--- src/design/cfa_pkg.sv ---
// Shared types, constants and functions of the chunked frame assembler.
// No dependencies; every other file of the block depends on this package.
package cfa_pkg;

    localparam int unsigned PANEL_WIDTH  = 960;
    localparam int unsigned PANEL_HEIGHT = 540;

    localparam int unsigned OFFSET_W = 18;
    localparam int unsigned COORD_W  = 10;
    localparam int unsigned CRC_W    = 32;

    localparam logic [OFFSET_W:0] CAPACITY = (OFFSET_W + 1)'(PANEL_WIDTH * PANEL_HEIGHT / 2);
    localparam logic [CRC_W-1:0] CRC_INIT = 32'hFFFF_FFFF;
    localparam logic [CRC_W-1:0] CRC_POLY = 32'hEDB8_8320;

    localparam int unsigned QUEUE_DEPTH = 4;
    localparam int unsigned QUEUE_AW    = $clog2(QUEUE_DEPTH);

    localparam logic [1:0] OP_FULL   = 2'd0;
    localparam logic [1:0] OP_REGION = 2'd1;
    localparam logic [1:0] OP_CHUNK  = 2'd2;
    localparam logic [1:0] OP_END    = 2'd3;

    localparam logic [2:0] ST_PUSH_FULL   = 3'd0;
    localparam logic [2:0] ST_PUSH_REGION = 3'd1;
    localparam logic [2:0] ST_CRC_FAIL    = 3'd2;
    localparam logic [2:0] ST_ID_MISMATCH = 3'd3;
    localparam logic [2:0] ST_DECODE_ERR  = 3'd4;

    localparam logic [1:0] CMD_GROUP = 2'd0;
    localparam logic [1:0] CMD_ERROR = 2'd1;
    localparam logic [1:0] CMD_END   = 2'd2;

    localparam logic [6:0] CLS_PAD = 7'd64;
    localparam logic [6:0] CLS_BAD = 7'd65;

    typedef struct packed {
        logic [1:0]          code;
        logic                restart;
        logic [23:0]         bytes;
        logic [1:0]          nbytes;
        logic [OFFSET_W-1:0] offset;
        logic                id_ok;
        logic                crc_check;
        logic [CRC_W-1:0]    crc_target;
        logic                region;
        logic [COORD_W-1:0]  box_x;
        logic [COORD_W-1:0]  box_y;
        logic [COORD_W-1:0]  box_w;
        logic [COORD_W-1:0]  box_h;
        logic                size_mismatch;
    } t_cmd;

    function automatic logic [6:0] classify(input logic [7:0] c);
        logic [6:0] v;
        if (c inside {[8'h41:8'h5A]}) begin
            v = 7'(c - 8'h41);
        end else if (c inside {[8'h61:8'h7A]}) begin
            v = 7'(c - 8'h61 + 8'd26);
        end else if (c inside {[8'h30:8'h39]}) begin
            v = 7'(c - 8'h30 + 8'd52);
        end else if (c == 8'h2B) begin
            v = 7'd62;
        end else if (c == 8'h2F) begin
            v = 7'd63;
        end else if (c == 8'h3D) begin
            v = CLS_PAD;
        end else begin
            v = CLS_BAD;
        end
        return v;
    endfunction

    function automatic logic [CRC_W-1:0] crc_fold(input logic [CRC_W-1:0] crc_in,
                                                  input logic [7:0] b);
        logic [CRC_W-1:0] c;
        c = crc_in ^ {24'd0, b};
        for (int k = 0; k < 8; k++) begin
            c = (c >> 1) ^ (CRC_POLY & {CRC_W{c[0]}});
        end
        return c;
    endfunction

endpackage

--- src/design/cfa_if.sv ---
// Handshake channels of the chunked frame assembler: input items and results.
// Depends on cfa_pkg for field widths.
interface cfa_in_if;
    logic                         valid;
    logic                         ready;
    logic [1:0]                   operation;
    logic [31:0]                  frame_id;
    logic [31:0]                  expected_crc;
    logic [cfa_pkg::COORD_W-1:0]  origin_x;
    logic [cfa_pkg::COORD_W-1:0]  origin_y;
    logic [cfa_pkg::COORD_W-1:0]  extent_w;
    logic [cfa_pkg::COORD_W-1:0]  extent_h;
    logic [7:0]                   code_char;
    logic                         chunk_last;

    modport source (output valid, operation, frame_id, expected_crc, origin_x, origin_y,
                    extent_w, extent_h, code_char, chunk_last, input ready);
    modport sink   (input valid, operation, frame_id, expected_crc, origin_x, origin_y,
                    extent_w, extent_h, code_char, chunk_last, output ready);
endinterface

interface cfa_out_if;
    logic                         valid;
    logic                         ready;
    logic                         kind;
    logic [cfa_pkg::OFFSET_W-1:0] write_address;
    logic [7:0]                   write_data;
    logic [2:0]                   status;
    logic                         size_mismatch;
    logic [cfa_pkg::COORD_W-1:0]  push_x;
    logic [cfa_pkg::COORD_W-1:0]  push_y;
    logic [cfa_pkg::COORD_W-1:0]  push_w;
    logic [cfa_pkg::COORD_W-1:0]  push_h;
    logic [cfa_pkg::OFFSET_W-1:0] byte_count;
    logic                         last;

    modport source (output valid, kind, write_address, write_data, status, size_mismatch,
                    push_x, push_y, push_w, push_h, byte_count, last, input ready);
    modport sink   (input valid, kind, write_address, write_data, status, size_mismatch,
                    push_x, push_y, push_w, push_h, byte_count, last, output ready);
endinterface

--- src/design/chunked_frame_assembler_unit.sv ---
// Top level of the chunked frame assembler: front end, command queue, back end.
// Depends on cfa_pkg, cfa_if, cfa_front, cfa_queue and cfa_back.
//
//   channel    | dir | handshake      | moves
//   i_item     | in  | valid / ready  | begin, chunk character or end item
//   o_result   | out | valid / ready  | buffer byte write or status / push
//
// One item is taken every cycle while the four-entry command queue has room.
// A completed base64 group leaves the back end as one to three byte writes, one
// per cycle while o_result is ready, each folded into the CRC in that cycle.
// Items pass a queue slot, then the output register. Reset is synchronous, no sweep.
// A stalled output register holds its transfer; the queue lets the front run on.
module chunked_frame_assembler_unit (
    input  logic      i_clk,
    input  logic      i_rst_n,
    cfa_in_if.sink    i_item,
    cfa_out_if.source o_result
);
    import cfa_pkg::*;

    logic push, q_full, pop, q_valid;
    t_cmd cmd_in, cmd_head;

    cfa_front u_front (
        .i_clk    (i_clk),
        .i_rst_n  (i_rst_n),
        .i_item   (i_item),
        .i_q_full (q_full),
        .o_push   (push),
        .o_cmd    (cmd_in)
    );

    cfa_queue u_queue (
        .i_clk   (i_clk),
        .i_rst_n (i_rst_n),
        .i_push  (push),
        .i_cmd   (cmd_in),
        .o_full  (q_full),
        .i_pop   (pop),
        .o_valid (q_valid),
        .o_head  (cmd_head)
    );

    cfa_back u_back (
        .i_clk    (i_clk),
        .i_rst_n  (i_rst_n),
        .i_valid  (q_valid),
        .i_cmd    (cmd_head),
        .o_pop    (pop),
        .o_result (o_result)
    );

endmodule

--- src/design/cfa_front.sv ---
// Front end: accepts items, tracks the frame, decodes base64 groups, issues commands.
// Depends on cfa_pkg and cfa_in_if.
module cfa_front (
    input  logic          i_clk,
    input  logic          i_rst_n,
    cfa_in_if.sink        i_item,
    input  logic          i_q_full,
    output logic          o_push,
    output cfa_pkg::t_cmd o_cmd
);
    import cfa_pkg::*;

    logic                r_receiving, n_receiving;
    logic [31:0]         r_active_id, n_active_id;
    logic [CRC_W-1:0]    r_crc_target, n_crc_target;
    logic                r_region, n_region;
    logic [COORD_W-1:0]  r_box_x, n_box_x, r_box_y, n_box_y;
    logic [COORD_W-1:0]  r_box_w, n_box_w, r_box_h, n_box_h;
    logic [OFFSET_W:0]   r_expect, n_expect;
    logic [OFFSET_W-1:0] r_offset, n_offset;
    logic                r_fresh, n_fresh;
    logic [17:0]         r_group, n_group;
    logic [1:0]          r_fill, n_fill;
    logic [1:0]          r_pad, n_pad;

    logic                accept;
    logic [6:0]          cls;
    logic                pad_now;
    logic [5:0]          sext;
    logic [1:0]          pad_next;
    logic [1:0]          nb;
    logic [OFFSET_W:0]   end_offset;
    logic [2*COORD_W-1:0] area;

    assign i_item.ready = !i_q_full;
    assign accept = i_item.valid && i_item.ready;

    assign cls        = classify(i_item.code_char);
    assign pad_now    = (cls == CLS_PAD);
    assign sext       = pad_now ? 6'd0 : cls[5:0];
    assign pad_next   = r_pad + {1'b0, pad_now};
    assign nb         = 2'd3 - pad_next;
    assign end_offset = {1'b0, r_offset} + {{(OFFSET_W - 1){1'b0}}, nb};
    assign area       = i_item.extent_w * i_item.extent_h;

    always_comb begin
        n_receiving  = r_receiving;
        n_active_id  = r_active_id;
        n_crc_target = r_crc_target;
        n_region     = r_region;
        n_box_x      = r_box_x;
        n_box_y      = r_box_y;
        n_box_w      = r_box_w;
        n_box_h      = r_box_h;
        n_expect     = r_expect;
        n_offset     = r_offset;
        n_fresh      = r_fresh;
        n_group      = r_group;
        n_fill       = r_fill;
        n_pad        = r_pad;
        o_push       = 1'b0;
        o_cmd        = '0;
        o_cmd.offset = r_offset;
        o_cmd.restart = r_fresh;

        if (accept) begin
            case (i_item.operation)
                OP_FULL, OP_REGION: begin
                    n_receiving  = 1'b1;
                    n_active_id  = i_item.frame_id;
                    n_crc_target = i_item.expected_crc;
                    n_region     = (i_item.operation == OP_REGION);
                    if (i_item.operation == OP_REGION) begin
                        n_box_x  = i_item.origin_x;
                        n_box_y  = i_item.origin_y;
                        n_box_w  = i_item.extent_w;
                        n_box_h  = i_item.extent_h;
                        n_expect = (OFFSET_W + 1)'(area >> 1);
                    end else begin
                        n_box_x  = '0;
                        n_box_y  = '0;
                        n_box_w  = COORD_W'(PANEL_WIDTH);
                        n_box_h  = COORD_W'(PANEL_HEIGHT);
                        n_expect = CAPACITY;
                    end
                    n_offset = '0;
                    n_fresh  = 1'b1;
                    n_group  = '0;
                    n_fill   = '0;
                    n_pad    = '0;
                end
                OP_CHUNK: begin
                    if (r_receiving && i_item.frame_id == r_active_id) begin
                        if (cls == CLS_BAD || (pad_now && r_fill < 2'd2)
                            || (!pad_now && r_pad != 2'd0)
                            || (r_fill < 2'd3 && i_item.chunk_last)
                            || (r_fill == 2'd3 && pad_next != 2'd0 && !i_item.chunk_last)
                            || (r_fill == 2'd3 && end_offset > CAPACITY)) begin
                            n_receiving = 1'b0;
                            n_group     = '0;
                            n_fill      = '0;
                            n_pad       = '0;
                            o_push      = 1'b1;
                            o_cmd.code  = CMD_ERROR;
                        end else if (r_fill < 2'd3) begin
                            n_group = {r_group[11:0], sext};
                            n_fill  = r_fill + 2'd1;
                            n_pad   = pad_next;
                        end else begin
                            n_offset     = end_offset[OFFSET_W-1:0];
                            n_fresh      = 1'b0;
                            n_group      = '0;
                            n_fill       = '0;
                            n_pad        = '0;
                            o_push       = 1'b1;
                            o_cmd.code   = CMD_GROUP;
                            o_cmd.bytes  = {r_group, sext};
                            o_cmd.nbytes = nb;
                        end
                    end
                end
                OP_END: begin
                    if (r_receiving) begin
                        n_receiving         = 1'b0;
                        n_group             = '0;
                        n_fill              = '0;
                        n_pad               = '0;
                        o_push              = 1'b1;
                        o_cmd.code          = CMD_END;
                        o_cmd.id_ok         = (i_item.frame_id == r_active_id);
                        o_cmd.crc_check     = (r_crc_target != '0);
                        o_cmd.crc_target    = r_crc_target;
                        o_cmd.region        = r_region;
                        o_cmd.box_x         = r_box_x;
                        o_cmd.box_y         = r_box_y;
                        o_cmd.box_w         = r_box_w;
                        o_cmd.box_h         = r_box_h;
                        o_cmd.size_mismatch = ({1'b0, r_offset} != r_expect);
                    end
                end
                default: begin
                end
            endcase
        end
    end

    always_ff @(posedge i_clk) begin
        if (!i_rst_n) begin
            r_receiving  <= 1'b0;
            r_active_id  <= '0;
            r_crc_target <= '0;
            r_region     <= 1'b0;
            r_box_x      <= '0;
            r_box_y      <= '0;
            r_box_w      <= COORD_W'(PANEL_WIDTH);
            r_box_h      <= COORD_W'(PANEL_HEIGHT);
            r_expect     <= CAPACITY;
            r_offset     <= '0;
            r_fresh      <= 1'b1;
            r_group      <= '0;
            r_fill       <= '0;
            r_pad        <= '0;
        end else begin
            r_receiving  <= n_receiving;
            r_active_id  <= n_active_id;
            r_crc_target <= n_crc_target;
            r_region     <= n_region;
            r_box_x      <= n_box_x;
            r_box_y      <= n_box_y;
            r_box_w      <= n_box_w;
            r_box_h      <= n_box_h;
            r_expect     <= n_expect;
            r_offset     <= n_offset;
            r_fresh      <= n_fresh;
            r_group      <= n_group;
            r_fill       <= n_fill;
            r_pad        <= n_pad;
        end
    end

endmodule

--- src/design/cfa_queue.sv ---
// Short command queue between the front and back ends of the assembler.
// Depends on cfa_pkg for the command type and depth.
module cfa_queue (
    input  logic          i_clk,
    input  logic          i_rst_n,
    input  logic          i_push,
    input  cfa_pkg::t_cmd i_cmd,
    output logic          o_full,
    input  logic          i_pop,
    output logic          o_valid,
    output cfa_pkg::t_cmd o_head
);
    import cfa_pkg::*;

    t_cmd                r_slot [QUEUE_DEPTH];
    logic [QUEUE_AW-1:0] r_wr, r_rd;
    logic [QUEUE_AW:0]   r_count;
    logic                do_push, do_pop;

    assign o_full  = (r_count == (QUEUE_AW + 1)'(QUEUE_DEPTH));
    assign o_valid = (r_count != '0);
    assign o_head  = r_slot[r_rd];
    assign do_push = i_push && !o_full;
    assign do_pop  = i_pop && o_valid;

    always_ff @(posedge i_clk) begin
        if (do_push) begin
            r_slot[r_wr] <= i_cmd;
        end
    end

    always_ff @(posedge i_clk) begin
        if (!i_rst_n) begin
            r_wr    <= '0;
            r_rd    <= '0;
            r_count <= '0;
        end else begin
            if (do_push) begin
                r_wr <= r_wr + QUEUE_AW'(1);
            end
            if (do_pop) begin
                r_rd <= r_rd + QUEUE_AW'(1);
            end
            r_count <= r_count + (QUEUE_AW + 1)'(do_push) - (QUEUE_AW + 1)'(do_pop);
        end
    end

endmodule

--- src/design/cfa_back.sv ---
// Back end: expands commands into results, folds bytes into the CRC, checks at end.
// Depends on cfa_pkg and cfa_out_if.
module cfa_back (
    input  logic          i_clk,
    input  logic          i_rst_n,
    input  logic          i_valid,
    input  cfa_pkg::t_cmd i_cmd,
    output logic          o_pop,
    cfa_out_if.source     o_result
);
    import cfa_pkg::*;

    logic                r_valid, n_valid;
    logic [1:0]          r_idx, n_idx;
    logic [CRC_W-1:0]    r_crc, n_crc;
    logic                r_kind, n_kind;
    logic [OFFSET_W-1:0] r_addr, n_addr;
    logic [7:0]          r_data, n_data;
    logic [2:0]          r_status, n_status;
    logic                r_mism, n_mism;
    logic [COORD_W-1:0]  r_px, n_px, r_py, n_py, r_pw, n_pw, r_ph, n_ph;
    logic [OFFSET_W-1:0] r_count, n_count;
    logic                r_last, n_last;

    logic                advance;
    logic [7:0]          cur_byte;
    logic [CRC_W-1:0]    crc_base;
    logic                grp_last;

    assign advance  = !r_valid || o_result.ready;
    assign crc_base = (i_cmd.restart && r_idx == 2'd0) ? CRC_INIT : r_crc;
    assign grp_last = (r_idx + 2'd1 == i_cmd.nbytes);

    always_comb begin
        case (r_idx)
            2'd0:    cur_byte = i_cmd.bytes[23:16];
            2'd1:    cur_byte = i_cmd.bytes[15:8];
            default: cur_byte = i_cmd.bytes[7:0];
        endcase
    end

    always_comb begin
        n_valid  = r_valid;
        n_idx    = r_idx;
        n_crc    = r_crc;
        n_kind   = r_kind;
        n_addr   = r_addr;
        n_data   = r_data;
        n_status = r_status;
        n_mism   = r_mism;
        n_px     = r_px;
        n_py     = r_py;
        n_pw     = r_pw;
        n_ph     = r_ph;
        n_count  = r_count;
        n_last   = r_last;
        o_pop    = 1'b0;

        if (advance) begin
            n_valid = i_valid;
            if (i_valid) begin
                n_addr   = '0;
                n_data   = '0;
                n_status = ST_PUSH_FULL;
                n_mism   = 1'b0;
                n_px     = '0;
                n_py     = '0;
                n_pw     = '0;
                n_ph     = '0;
                n_count  = i_cmd.offset;
                n_last   = 1'b1;
                n_idx    = '0;
                o_pop    = 1'b1;
                case (i_cmd.code)
                    CMD_GROUP: begin
                        n_kind  = 1'b0;
                        n_addr  = i_cmd.offset + OFFSET_W'(r_idx);
                        n_data  = cur_byte;
                        n_count = '0;
                        n_crc   = crc_fold(crc_base, cur_byte);
                        n_last  = grp_last;
                        o_pop   = grp_last;
                        n_idx   = grp_last ? 2'd0 : r_idx + 2'd1;
                    end
                    CMD_END: begin
                        n_kind = 1'b1;
                        if (!i_cmd.id_ok) begin
                            n_status = ST_ID_MISMATCH;
                        end else if (i_cmd.crc_check
                                     && ~(i_cmd.restart ? CRC_INIT : r_crc) != i_cmd.crc_target)
                        begin
                            n_status = ST_CRC_FAIL;
                        end else begin
                            n_status = i_cmd.region ? ST_PUSH_REGION : ST_PUSH_FULL;
                            n_mism   = i_cmd.size_mismatch;
                            n_px     = i_cmd.box_x;
                            n_py     = i_cmd.box_y;
                            n_pw     = i_cmd.box_w;
                            n_ph     = i_cmd.box_h;
                        end
                    end
                    default: begin
                        n_kind   = 1'b1;
                        n_status = ST_DECODE_ERR;
                    end
                endcase
            end
        end
    end

    always_ff @(posedge i_clk) begin
        if (!i_rst_n) begin
            r_valid <= 1'b0;
            r_idx   <= '0;
            r_crc   <= CRC_INIT;
        end else begin
            r_valid <= n_valid;
            r_idx   <= n_idx;
            r_crc   <= n_crc;
        end
    end

    always_ff @(posedge i_clk) begin
        r_kind   <= n_kind;
        r_addr   <= n_addr;
        r_data   <= n_data;
        r_status <= n_status;
        r_mism   <= n_mism;
        r_px     <= n_px;
        r_py     <= n_py;
        r_pw     <= n_pw;
        r_ph     <= n_ph;
        r_count  <= n_count;
        r_last   <= n_last;
    end

    assign o_result.valid         = r_valid;
    assign o_result.kind          = r_kind;
    assign o_result.write_address = r_addr;
    assign o_result.write_data    = r_data;
    assign o_result.status        = r_status;
    assign o_result.size_mismatch = r_mism;
    assign o_result.push_x        = r_px;
    assign o_result.push_y        = r_py;
    assign o_result.push_w        = r_pw;
    assign o_result.push_h        = r_ph;
    assign o_result.byte_count    = r_count;
    assign o_result.last          = r_last;

endmodule
--- src/flat_wrapper.sv ---
// flat-port wrapper written by rule: the top's interface ports become plain ports
module chunked_frame_assembler_unit_flat import cfa_pkg::*;
  (i_clk, i_rst_n, i_item_valid, i_item_operation, i_item_frame_id, i_item_expected_crc, i_item_origin_x, i_item_origin_y, i_item_extent_w, i_item_extent_h, i_item_code_char, i_item_chunk_last, i_item_ready, o_result_valid, o_result_kind, o_result_write_address, o_result_write_data, o_result_status, o_result_size_mismatch, o_result_push_x, o_result_push_y, o_result_push_w, o_result_push_h, o_result_byte_count, o_result_last, o_result_ready);
  cfa_in_if i_item_i ();
  cfa_out_if o_result_i ();
  input  logic i_clk;
  input  logic i_rst_n;
  input wire logic [$bits(i_item_i.valid)-1:0] i_item_valid;
  input wire logic [$bits(i_item_i.operation)-1:0] i_item_operation;
  input wire logic [$bits(i_item_i.frame_id)-1:0] i_item_frame_id;
  input wire logic [$bits(i_item_i.expected_crc)-1:0] i_item_expected_crc;
  input wire logic [$bits(i_item_i.origin_x)-1:0] i_item_origin_x;
  input wire logic [$bits(i_item_i.origin_y)-1:0] i_item_origin_y;
  input wire logic [$bits(i_item_i.extent_w)-1:0] i_item_extent_w;
  input wire logic [$bits(i_item_i.extent_h)-1:0] i_item_extent_h;
  input wire logic [$bits(i_item_i.code_char)-1:0] i_item_code_char;
  input wire logic [$bits(i_item_i.chunk_last)-1:0] i_item_chunk_last;
  output wire logic [$bits(i_item_i.ready)-1:0] i_item_ready;
  output wire logic [$bits(o_result_i.valid)-1:0] o_result_valid;
  output wire logic [$bits(o_result_i.kind)-1:0] o_result_kind;
  output wire logic [$bits(o_result_i.write_address)-1:0] o_result_write_address;
  output wire logic [$bits(o_result_i.write_data)-1:0] o_result_write_data;
  output wire logic [$bits(o_result_i.status)-1:0] o_result_status;
  output wire logic [$bits(o_result_i.size_mismatch)-1:0] o_result_size_mismatch;
  output wire logic [$bits(o_result_i.push_x)-1:0] o_result_push_x;
  output wire logic [$bits(o_result_i.push_y)-1:0] o_result_push_y;
  output wire logic [$bits(o_result_i.push_w)-1:0] o_result_push_w;
  output wire logic [$bits(o_result_i.push_h)-1:0] o_result_push_h;
  output wire logic [$bits(o_result_i.byte_count)-1:0] o_result_byte_count;
  output wire logic [$bits(o_result_i.last)-1:0] o_result_last;
  input wire logic [$bits(o_result_i.ready)-1:0] o_result_ready;
  assign i_item_i.valid = i_item_valid;
  assign i_item_i.operation = i_item_operation;
  assign i_item_i.frame_id = i_item_frame_id;
  assign i_item_i.expected_crc = i_item_expected_crc;
  assign i_item_i.origin_x = i_item_origin_x;
  assign i_item_i.origin_y = i_item_origin_y;
  assign i_item_i.extent_w = i_item_extent_w;
  assign i_item_i.extent_h = i_item_extent_h;
  assign i_item_i.code_char = i_item_code_char;
  assign i_item_i.chunk_last = i_item_chunk_last;
  assign i_item_ready = i_item_i.ready;
  assign o_result_valid = o_result_i.valid;
  assign o_result_kind = o_result_i.kind;
  assign o_result_write_address = o_result_i.write_address;
  assign o_result_write_data = o_result_i.write_data;
  assign o_result_status = o_result_i.status;
  assign o_result_size_mismatch = o_result_i.size_mismatch;
  assign o_result_push_x = o_result_i.push_x;
  assign o_result_push_y = o_result_i.push_y;
  assign o_result_push_w = o_result_i.push_w;
  assign o_result_push_h = o_result_i.push_h;
  assign o_result_byte_count = o_result_i.byte_count;
  assign o_result_last = o_result_i.last;
  assign o_result_i.ready = o_result_ready;
  chunked_frame_assembler_unit u_core (.i_clk(i_clk), .i_rst_n(i_rst_n), .i_item(i_item_i), .o_result(o_result_i));
endmodule
--- config.mk ---
export PLATFORM = sky130hd
export DESIGN_NAME = chunked_frame_assembler_unit_flat
export DESIGN_NICKNAME = d
export VERILOG_FILES = /design/src/design/cfa_pkg.sv /design/src/design/cfa_if.sv /design/src/design/chunked_frame_assembler_unit.sv /design/src/design/cfa_front.sv /design/src/design/cfa_queue.sv /design/src/design/cfa_back.sv /design/src/flat_wrapper.sv
export SDC_FILE = /design/constraint.sdc
export NUM_CORES = 1
export LEC_CHECK = 0
export BUFFER_PORTS_ARGS = -buffer_cell sky130_fd_sc_hd__buf_2
export CAP_MARGIN = 20
export CORE_MARGIN = 1
export CORE_UTILIZATION = 45
export CTS_BUF_LIST = sky130_fd_sc_hd__clkbuf_4 sky130_fd_sc_hd__clkbuf_8
export DETAILED_ROUTE_END_ITERATION = 7
export GPL_TIMING_DRIVEN = 0
export PLACE_DENSITY_LB_ADDON = 0.15
export SETUP_SLACK_MARGIN = 0.02
export SLEW_MARGIN = 30
export SYNTH_ARGS = -nofsm -noshare
export SYNTH_HDL_FRONTEND = slang
export SYNTH_SLANG_ARGS = --single-unit
--- constraint.sdc ---
create_clock -name i_clk -period 8.2 [get_ports i_clk]
set_input_delay 1.64 -clock i_clk [delete_from_list [all_inputs] [get_ports i_clk]]
set_output_delay 1.64 -clock i_clk [all_outputs]
set_load 0.02 [all_outputs]
Word level (Yosys, flattened, before mapping)

Memory sizes are Yosys's and may differ from the RTL's. A register that Yosys moved wholly into a read port is not among the register bits.
Index checks and enable logic that the tools add are counted.

Equal/unequal tests: 21
Reduce and logical (&&, ||, !) cells: 41
Bitwise logic cells: 12
$mul: 1
Magnitude comparators: 9
Multiplexer cells: 73
Add/subtract/negate cells: 15

Operator list:

| operator             | count |
|---|---|
| $xor 31x32->32       | 8 |
| $mux 76              | 3 |
| $mux 26              | 5 |
| $mux 18              | 7 |
| $mux 32              | 2 |
| $pmux 18 s3          | 1 |
| $mux 10              | 4 |
| $pmux 18 s2          | 1 |
| $mux 7               | 5 |
| $eq 32x32->1         | 1 |
| $ne 32x32->1         | 1 |
| $not 32->32          | 1 |
| $reduce_bool 32->1   | 1 |
| $xor 32x8->32        | 1 |
| $mux 2               | 15 |
| $eq 8x6->1 const B   | 3 |
| $mul 10x10->20       | 1 |
| $mux 1               | 20 |
| $add 18x2->19        | 1 |
| $gt 19x18->1 const B | 1 |
| $mux 19              | 1 |
| $ne 18x19->1         | 1 |
| $add 18x2->18        | 1 |
| $ge 8x7->1 const B   | 2 |
| other kinds (38)     | 85 |

Bits in registers: 298
Logic and storage cells: 204
Memories kept: 1
RAM bits: 492

Memories:

| name                  | words | bits a word | read ports | clocked after Yosys merged registers in | write ports | line            | RTL |
|---|---|---|---|---|---|---|---|
| u_core.u_queue.r_slot | 4     | 123         | 1          | 1                                       | 1           | cfa_queue.sv:15 | `t_cmd r_slot [QUEUE_DEPTH];` |

Depth between registers and ports, before layout

Gate-level depths: netlist of run 1.

Depth after elaboration: 21
Gate-level depth with buffers: 24

Cells and area by module

From an unflattened synthesis of run 1, not the netlist that was laid out.

Cell total of the unflattened synthesis: 2746
Area total of the unflattened synthesis: 36922.9 um^2

By module, submodules not included:

| module    | times used | cells an instance | area each (um^2) |
|---|---|---|---|
| cfa_queue | 1          | 692               | 18213.7 |
| cfa_front | 1          | 1369              | 11638.7 |
| cfa_back  | 1          | 685               | 7070.5 |

Worst setup path before layout of run 1

OpenSTA, ideal clock, no wires.

Path type: input to register
Start: input i_item_code_char[1]
End: memory u_core.u_queue.r_slot[0][0] in the netlist's numbering, enable pin
Data required time: 7.703 ns
Library setup time: 0.497 ns
Data arrival time: 7.531 ns
Setup slack: 0.173 ns
Cell stages on the path: 17
Cells stage by stage: inv_1 ha_1 nand2_1 o311ai_0 nor2_1 mux2i_1 or3b_1 nor3_1 ha_1 xor2_1 o21ai_0 nand3b_1 nor2_1 nor3_2 o31ai_1 nand2_1 and2_1

Word-level cells in the longest chain between the ends: 21
Elaborated cells on any way between the ends: 48

RTL lines:

| item                                                                | line                             | RTL |
|---|---|---|
| from (decl)                                                         | flat_wrapper.sv:16               | `input wire logic [$bits(i_item_i.code_char)-1:0] i_item_code_char;` |
| parallel branches: the longest is 6 deep, another holds $sub 7x6->7 | --                               |  |
| $mux 7 *                                                            | cfa_pkg.sv:56                    | `if (c inside {[8'h41:8'h5A]}) begin` |
| $eq 7x7->1                                                          | cfa_front.sv:39                  | `assign pad_now = (cls == CLS_PAD);` |
| $add 2x1->2 (tied with other cells)                                 | cfa_front.sv:41                  | `assign pad_next = r_pad + {1'b0, pad_now};` |
| $sub 2x2->2 (tied with other cells)                                 | cfa_front.sv:42                  | `assign nb = 2'd3 - pad_next;` |
| $add 18x2->19 (tied with other cells)                               | cfa_front.sv:43                  | `assign end_offset = {1'b0, r_offset} + {{(OFFSET_W - 1){1'b0}}, nb};` |
| $gt 19x18->1 (tied with other cells)                                | cfa_front.sv:98                  | `\|\| (r_fill == 2'd3 && end_offset > CAPACITY)) begin` |
| $logic_and 1x1->1 / $logic_or 1x1->1 (equally long branches)        | cfa_front.sv:98, cfa_front.sv:97 |  |
| $logic_or 1x1->1 *                                                  | cfa_front.sv:98                  |  |
| $mux 1 *                                                            | cfa_front.sv:94                  | `if (cls == CLS_BAD \|\| (pad_now && r_fill < 2'd2)` |
| $mux 1 *                                                            | cfa_front.sv:93                  | `if (r_receiving && i_item.frame_id == r_active_id) begin` |
| $pmux 1 s2 *                                                        | cfa_front.sv:67                  | `case (i_item.operation)` |
| $mux 1 *                                                            | cfa_front.sv:66                  | `if (accept) begin` |
| $logic_and 1x1->1 *                                                 | cfa_queue.sv:23                  | `assign do_push = i_push && !o_full;` |
| $mux 1 *                                                            | cfa_queue.sv:27                  | `if (do_push) begin` |
| $mux 1 (implied by the code) *                                      | cfa_queue.sv:28                  | `r_slot[r_wr] <= i_cmd;` |
| to (decl)                                                           | cfa_queue.sv:15                  |  |

Every way passes the cells marked *.

==> results of run 1 <==
## layout by cell type (no fill, tap or decap), drive strengths merged, types with 17 or more instances in the layout
master / synthesis / routed
edfxtp: 582 / 582
clkbuf: 109 / 314
nand2: 305 / 305
buf: 44 / 265
dfxtp: 210 / 210
nor2: 192 / 192
a21oi: 149 / 149
inv: 132 / 144
and2: 140 / 140
xnor2: 135 / 135
mux4: 115 / 115
ha: 77 / 77
o21ai: 72 / 72
fa: 65 / 65
nand3: 63 / 63
and3: 51 / 51
xor2: 36 / 36
a22oi: 27 / 27
nor3: 27 / 27
o211ai: 25 / 25
clkinv: 1 / 25
nand4: 22 / 22
nor2b: 20 / 20
mux2i: 19 / 19
nor3b: 18 / 18
nor4: 17 / 17
## registers in the layout (all words and copies together) (netlist names), 18 cells and up, named ones only
signal	cells
u_core.u_back.o_result.write_address	18
u_core.u_front.r_offset	18
u_core.u_front.r_active_id	32
u_core.u_front.r_crc_target	32
u_core.u_back.r_crc	32
u_core.u_queue.r_slot	492
u_core.u_front.r_group	18
u_core.u_front.r_expect	19
u_core.u_back.o_result.byte_count	18
## critical path, cell delays in order
cell	delay (ps)
buf_2	140
inv_1	160
ha_1	290
nand2_1	160
o311ai_1	510
o22ai_1	200
a211oi_1	290
or3b_1	480
nor3_1	190
ha_1	250
xor2_1	350
inv_1	180
fa_1	580
and3_1	240
clkbuf_1	180
nand3_1	150
xor2_1	230
a31oi_1	160
o21ai_0	400
a2111oi_4	170
nor2_1	120
nand4_1	430
buf_2	370
nor2_1	350
## per-layer routing
metal | part of all wire [%] | routed length, µm | GRT usage [%]
met2 | 48 | 48750 | 40.66
met3 | 5.3 | 5365 | 3.494
met4 | 2.3 | 2307 | 7.593
met5 | 0.013 | 13 | 0
met1 | 44 | 44450 | 33.89
## final timing paths
path | start | end | slack (ps) | depth (start not counted)
worst max-delay path | i_item_code_char[1] | u_core.u_queue.r_slot[1][106]$_DFFE_PP_ | 500 | 24
worst min-delay path | u_core.u_front.r_box_h[0]$_SDFFE_PN0P_ | u_core.u_front.r_box_h[0]$_SDFFE_PN0P_ | 440 | 2
worst max register to register | register | u_core.u_back.o_result.write_address[10]$_SDFFCE_PN0P_ | 2720 | 16
worst min register to register | u_core.u_front.r_box_h[0]$_SDFFE_PN0P_ | u_core.u_front.r_box_h[0]$_SDFFE_PN0P_ | 440 | 2
## area by class of cell
cell class / instances / area (µm²) / area share [%]
clock inverter: 40 / 300.3 / 0.7119
tap: 1060 / 1326 / 3.144
buffer: 153 / 735.7 / 1.744
multi-input combinational: 1746 / 13810 / 32.74
inverter: 133 / 504.2 / 1.195
timing repair buffer: 221 / 1346 / 3.192
clock buffer: 205 / 2471 / 5.858
sequential: 792 / 21680 / 51.40
antenna: 3 / 7.507 / 0.01780
## through the flow
stage | hold WS (ps) | total power [mW]
after floorplan | 427.3 | 7.999
after global placement | 433.7 | 9.175
after detailed placement | 440.3 | 9.206
after CTS | 447.4 | 12.84
after global routing | 463.4 | 13.38
final | 444.4 | 12.75
## what timing repair did
| item | CTS | global route |
|---|---|---|
| setup endpoints to repair | 0 | 90 |
| gates resized for setup | 0 | 3 |
| hold buffers | 0 | 0 |
| hold endpoints to repair | 0 | 0 |
## power breakdown
group / internal (mW) / switching (mW)
Clock: 2.01 / 1.61
Combinational: 1.69 / 2.51
Sequential: 4.70 / 0.231
## synthesized netlist by cell type (all sizes together) (17+ instances only)
cell    instances
edfxtp        582
nand2         305
dfxtp         210
nor2          192
a21oi         149
and2          140
xnor2         135
inv           132
mux4          115
clkbuf        109
ha             77
o21ai          72
fa             65
nand3          63
and3           51
buf            44
xor2           36
a22oi          27
nor3           27
o211ai         25
nand4          22
nor2b          20
mux2i          19
nor3b          18
nor4           17
## cell families (layout without fill, tap and decap cells)
group,Yosys count,count (layout)
adder cells (fa/ha/maj),142,142
XOR/XNOR,175,175
AND/OR/NAND/NOR,905,905
buffers and inverters,286,752
multiplexers,135,135
AO/OA/AOI/OAI,389,389
flip-flops,792,792
other,0,3
==> impl_metrics.ini, run 1 <==
[finish]
utilization_pct = 52.37
fillers = 6932
finalNetCount = 3440
area_delta_synth_final_pct = 14.98
design_area_mm2 = 0.04218
drive_gt1_share_pct = 19.91
finalNonFillerCells = 4353

[power_and_ir_drop]
powerDensity_mw_per_mm2 = 302.2
peakVddDrop_v = 0.0001789
leakagePower_nw = 15.94

[timing]
skew_ps = 31.79
fin_crit_sh_pct = 93.90
maxSlewHeadroom_pct = 42.40
slew_viol_final = 0
fin_crit_ps = 7700
setup_viol = 0
rsz0062_at_grt = false
setup_ws_ps = 500.0
worst_slew_pin_slew_ps = 842.2
hold_viol_final = 0
timing.fmax_mhz = 129.9
fin_tns_setup_ps = 0

[synthesis]
synth_async_sr_flop_share_pct = 0
synth_flop_cell = edfxtp_1
synth_top_family_by_area = simple AND/OR/NAND/NOR gates
ys_warn_count = 0
synth_compound_gate_area_share_pct = 6.661
synthAdderAreaFrac_pct = 6.173
ys_seq_area_share_pct = 59.10
synthSimpleGateAreaFrac_pct = 12.12
avgSynthCellArea_um2 = 12.99
synth_nets = 3085
ys_ff_latch = 792
synthCells = 2824
netlist_top_cells_area = edfxtp_1 48%, dfxtp_1 11%, mux4_2 6.5%
yosysTopAreaCell = edfxtp_1
synth_top_cell_area_share_pct = 47.64
synth_edf_count = 582
yosys.cell_types.count = 91
synthMuxAreaShare_pct = 7.701
syn_area_mm2 = 0.03669
synth_xor_area_share_pct = 4.894

[detailed_routing]
avgRoutedWirePerCell_um = 23.18
via_count = 24080
viasPerCell = 5.532
drc = 0
firstDrtPassIters = 5
drt_iter0_markers = 1926
totalWireLength_um = 100900
postRouteAntennaNets = 0

[clock_network]
clk_latency_ps = 780
clk_path_buf_depth = 3
htree_levels = 4
cts_tree = done
clockRootBuffer = clkbuf_8
cts.reportedPaths.clkPinSlew_ps = 60
cts_buffers = 132
post_cts_buffers = 0
clock_sinks = 792

[floorplan]
rows = 104
fp.dieW_um = 287.5
die_height_um = 287.5
core_area_mm2 = 0.08055
initial_core_util_pct = 45.54
ios = 211
die_area_mm2 = 0.08267

[placement]
placed_cells = 4105
gp_congestion = 0.9003
dpl_cell_area_mm2 = 0.03939
dpl.hpwl_um = 72900
io_buffers = 208
pre_cts_ws_ps = -429.2

[global_route]
grt_usage_pct = 24.70
antenna_found_initial = 3
grt_pass1_wl_um = 150800
grt_overflow = 0
grt_max_degree = 63
grt_pass1_vias = 24740

[job]
cap_violations = 0

[run_status]
status = finished clean

[critical_path]
path_class = input pin to register
crit_fanout = 10
cp_data_required_time_ps = 8730
arrival_ps = 8230
critPathLaunchType = input pin
endpoint_kind = register

[min_path]
hold_path_class = register to register
Power figures use the tool's default switching activity.
==> inputs of run 2 (changes only) <==
- PLACE_DENSITY: not set -> 0.71
- PLACE_DENSITY_LB_ADDON: 0.15 -> not set
==> impl_metrics.ini, run 2 (synthesis gave the netlist of run 1 again) <==
[run_status]
status = finished clean

[timing]
maxSlewHeadroom_pct = 41.74
skew_ps = 57.83
worst_slew_pin_slew_ps = 873.9
setup_viol = 0
slew_viol_final = 0
fin_crit_ps = 7748
fin_crit_sh_pct = 94.49
hold_viol_final = 0
timing.fmax_mhz = 129.1
fin_tns_setup_ps = 0
rsz0062_at_grt = false

[finish]
finalNonFillerCells = 4350
drive_gt1_share_pct = 19.73
finalNetCount = 3440
regMostFlops = u_core.u_queue.r_slot
multi_input_area_mm2 = 0.01380
largest_register_ffs = 492
fillers = 6711
final_common_cell = edfxtp_1
layout_common_cells = 582 x edfxtp_1, 304 x nand2_1, 226 x buf_2
regArea_mm2 = 0.02168
utilization_pct = 52.35
area_delta_synth_final_pct = 14.94

[detailed_routing]
drc = 0
drt_iter0_markers = 1851
postRouteAntennaNets = 0
wl_met2_um = 43570
avgRoutedWirePerCell_um = 20.78
firstDrtPassIters = 7
routed.top_layer = met5
via_count = 23840
totalWireLength_um = 90380
wl_met3_um = 5991
viasPerCell = 5.481
wl_met1_um = 38160

[critical_path]
crit_slowest_cell = fa_1
critPathMaxStageDelay_ps = 560
cp_data_required_time_ps = 8660
endpoint_kind = register
crit_fanout = 10
critPathLaunchType = input pin
arrival_ps = 8210
crit_chain = buf_2 > inv_1 > ha_1 > nand2_1 > o311ai_0 > o22ai_1 > a211oi_1 > or3b_1 > nor3_1 > ha_1 > xor2_1 > inv_1 > fa_1 > and3_1 > clkbuf_1 > and2_1 > and4_1 > xor2_1 > nand3_1 > a2111oi_4 > nor2_1 > nand4_1 > buf_2 > nor2_1
path_class = input pin to register

[clock_network]
clockRootBuffer = clkbuf_8
cts.reportedPaths.clkPinSlew_ps = 50
clk_path_buf_depth = 3
clock_sinks = 792
clk_latency_ps = 790
cts_buffers = 131
htree_levels = 4
post_cts_buffers = 0
cts_tree = done

[power_and_ir_drop]
p_sw_share_pct = 33.50
p_switching_mw = 4.220
internal_power_mw = 8.375
leakagePower_nw = 15.92
seq_power_share_pct = 39.1
pwr-share-clk_pct = 28.3
powerDensity_mw_per_mm2 = 298.7
peakVddDrop_v = 0.0002221
combPwrFrac_pct = 32.6

[placement]
gp_congestion = 0.9152
io_buffers = 208
placed_cells = 4106
dpl.hpwl_um = 64640

[job]
cap_violations = 0

[min_path]
hold_path_class = register to register

[global_route]
grt_pass1_vias = 23690
grt_max_degree = 48
grt_overflow = 0
grt_usage_pct = 22.02
grt_pass1_wl_um = 137900
antenna_found_initial = 7

[floorplan]
rows = 104
die_area_mm2 = 0.08267
core_area_mm2 = 0.08055
initial_core_util_pct = 45.54
fp.dieW_um = 287.5
die_height_um = 287.5
ios = 211
-- run 2: cell types whose count changed in the layout (fill, tap and decap cells not counted), sizes merged --
cell | before | now
buf | 265 | 266
clkinv | 25 | 27
diode | 3 | 5
clkbuf | 314 | 308
clkinvlp | 2 | 4
inv | 144 | 140
-- run 2: final timing paths --
path | start | endpoint | slack (ps) | cells after the start
hold reg to reg | u_core.u_front.r_box_y[4]$_SDFFE_PN0P_ | u_core.u_front.r_box_y[4]$_SDFFE_PN0P_ | 450 | 2
hold / removal | u_core.u_front.r_box_y[4]$_SDFFE_PN0P_ | u_core.u_front.r_box_y[4]$_SDFFE_PN0P_ | 450 | 2
setup reg to reg | u_core.u_front.r_pad[0]$_SDFFE_PN0P_ | u_core.u_queue.r_slot[3][102]$_DFFE_PP_ | 3520 | 15
setup / recovery | i_item_code_char[1] | u_core.u_queue.r_slot[3][102]$_DFFE_PP_ | 450 | 24
-- run 2: worst max-delay path, delay by kind of cell --
family,cells,cell delay (ps)
compound gates,4,1620
buf+inv,5,960
xor+xnor,2,460
fa+ha+maj,3,1080
simple gates,10,2440
-- run 2: layout make-up --
cell class | count | share of cell area (%)
Antenna cell | 5 | 0.02967
Buffer | 153 | 1.748
Clock buffer | 199 | 5.784
Clock inverter | 40 | 0.7181
Inverter | 133 | 1.196
Multi-Input combinational cell | 1746 | 32.74
Sequential cell | 792 | 51.42
Tap cell | 1060 | 3.145
Timing Repair Buffer | 222 | 3.223
-- run 2: through the flow --
step / worst slack [ps] / cell area, µm² / hold slack (ps) / power [mW]
floorplan: 172.6 / 36690 / 427.3 / 7.999
global placement: -3212 / 39050 / 434.0 / 9.066
finish: 451.5 / 42160 / 447.5 / 12.60
CTS: 461.6 / 42130 / 447.9 / 12.66
detailed placement: -338.1 / 39390 / 440.6 / 9.101
global route: 139.9 / 42160 / 461.2 / 13.20
-- run 2: repair_timing --
| action | 4_1_cts | 5_1_grt |
|---|---|---|
| endpoints found under the setup margin | 0 | 80 |
| hold buffers | 0 | 0 |
| resized for setup | 0 | 2 |
-- run 2: routing by layer --
metal / track usage [%] / vias to the layer above
met4: 8.750 / 8
met5: 0 / -
met1: 29.48 / 11850
met3: 3.962 / 168
li1: - / 10960
met2: 35.56 / 852
-- run 2: power by group through the flow --
stage	sequential (mW)	clock (mW)	combinational (mW)
final	4.92	3.56	4.11
after CTS	4.92	3.62	4.13
after floorplan	5.23	0	2.77
after global placement	5.02	0	4.04
after detailed placement	5.00	0	4.10
after global routing	4.95	3.79	4.47
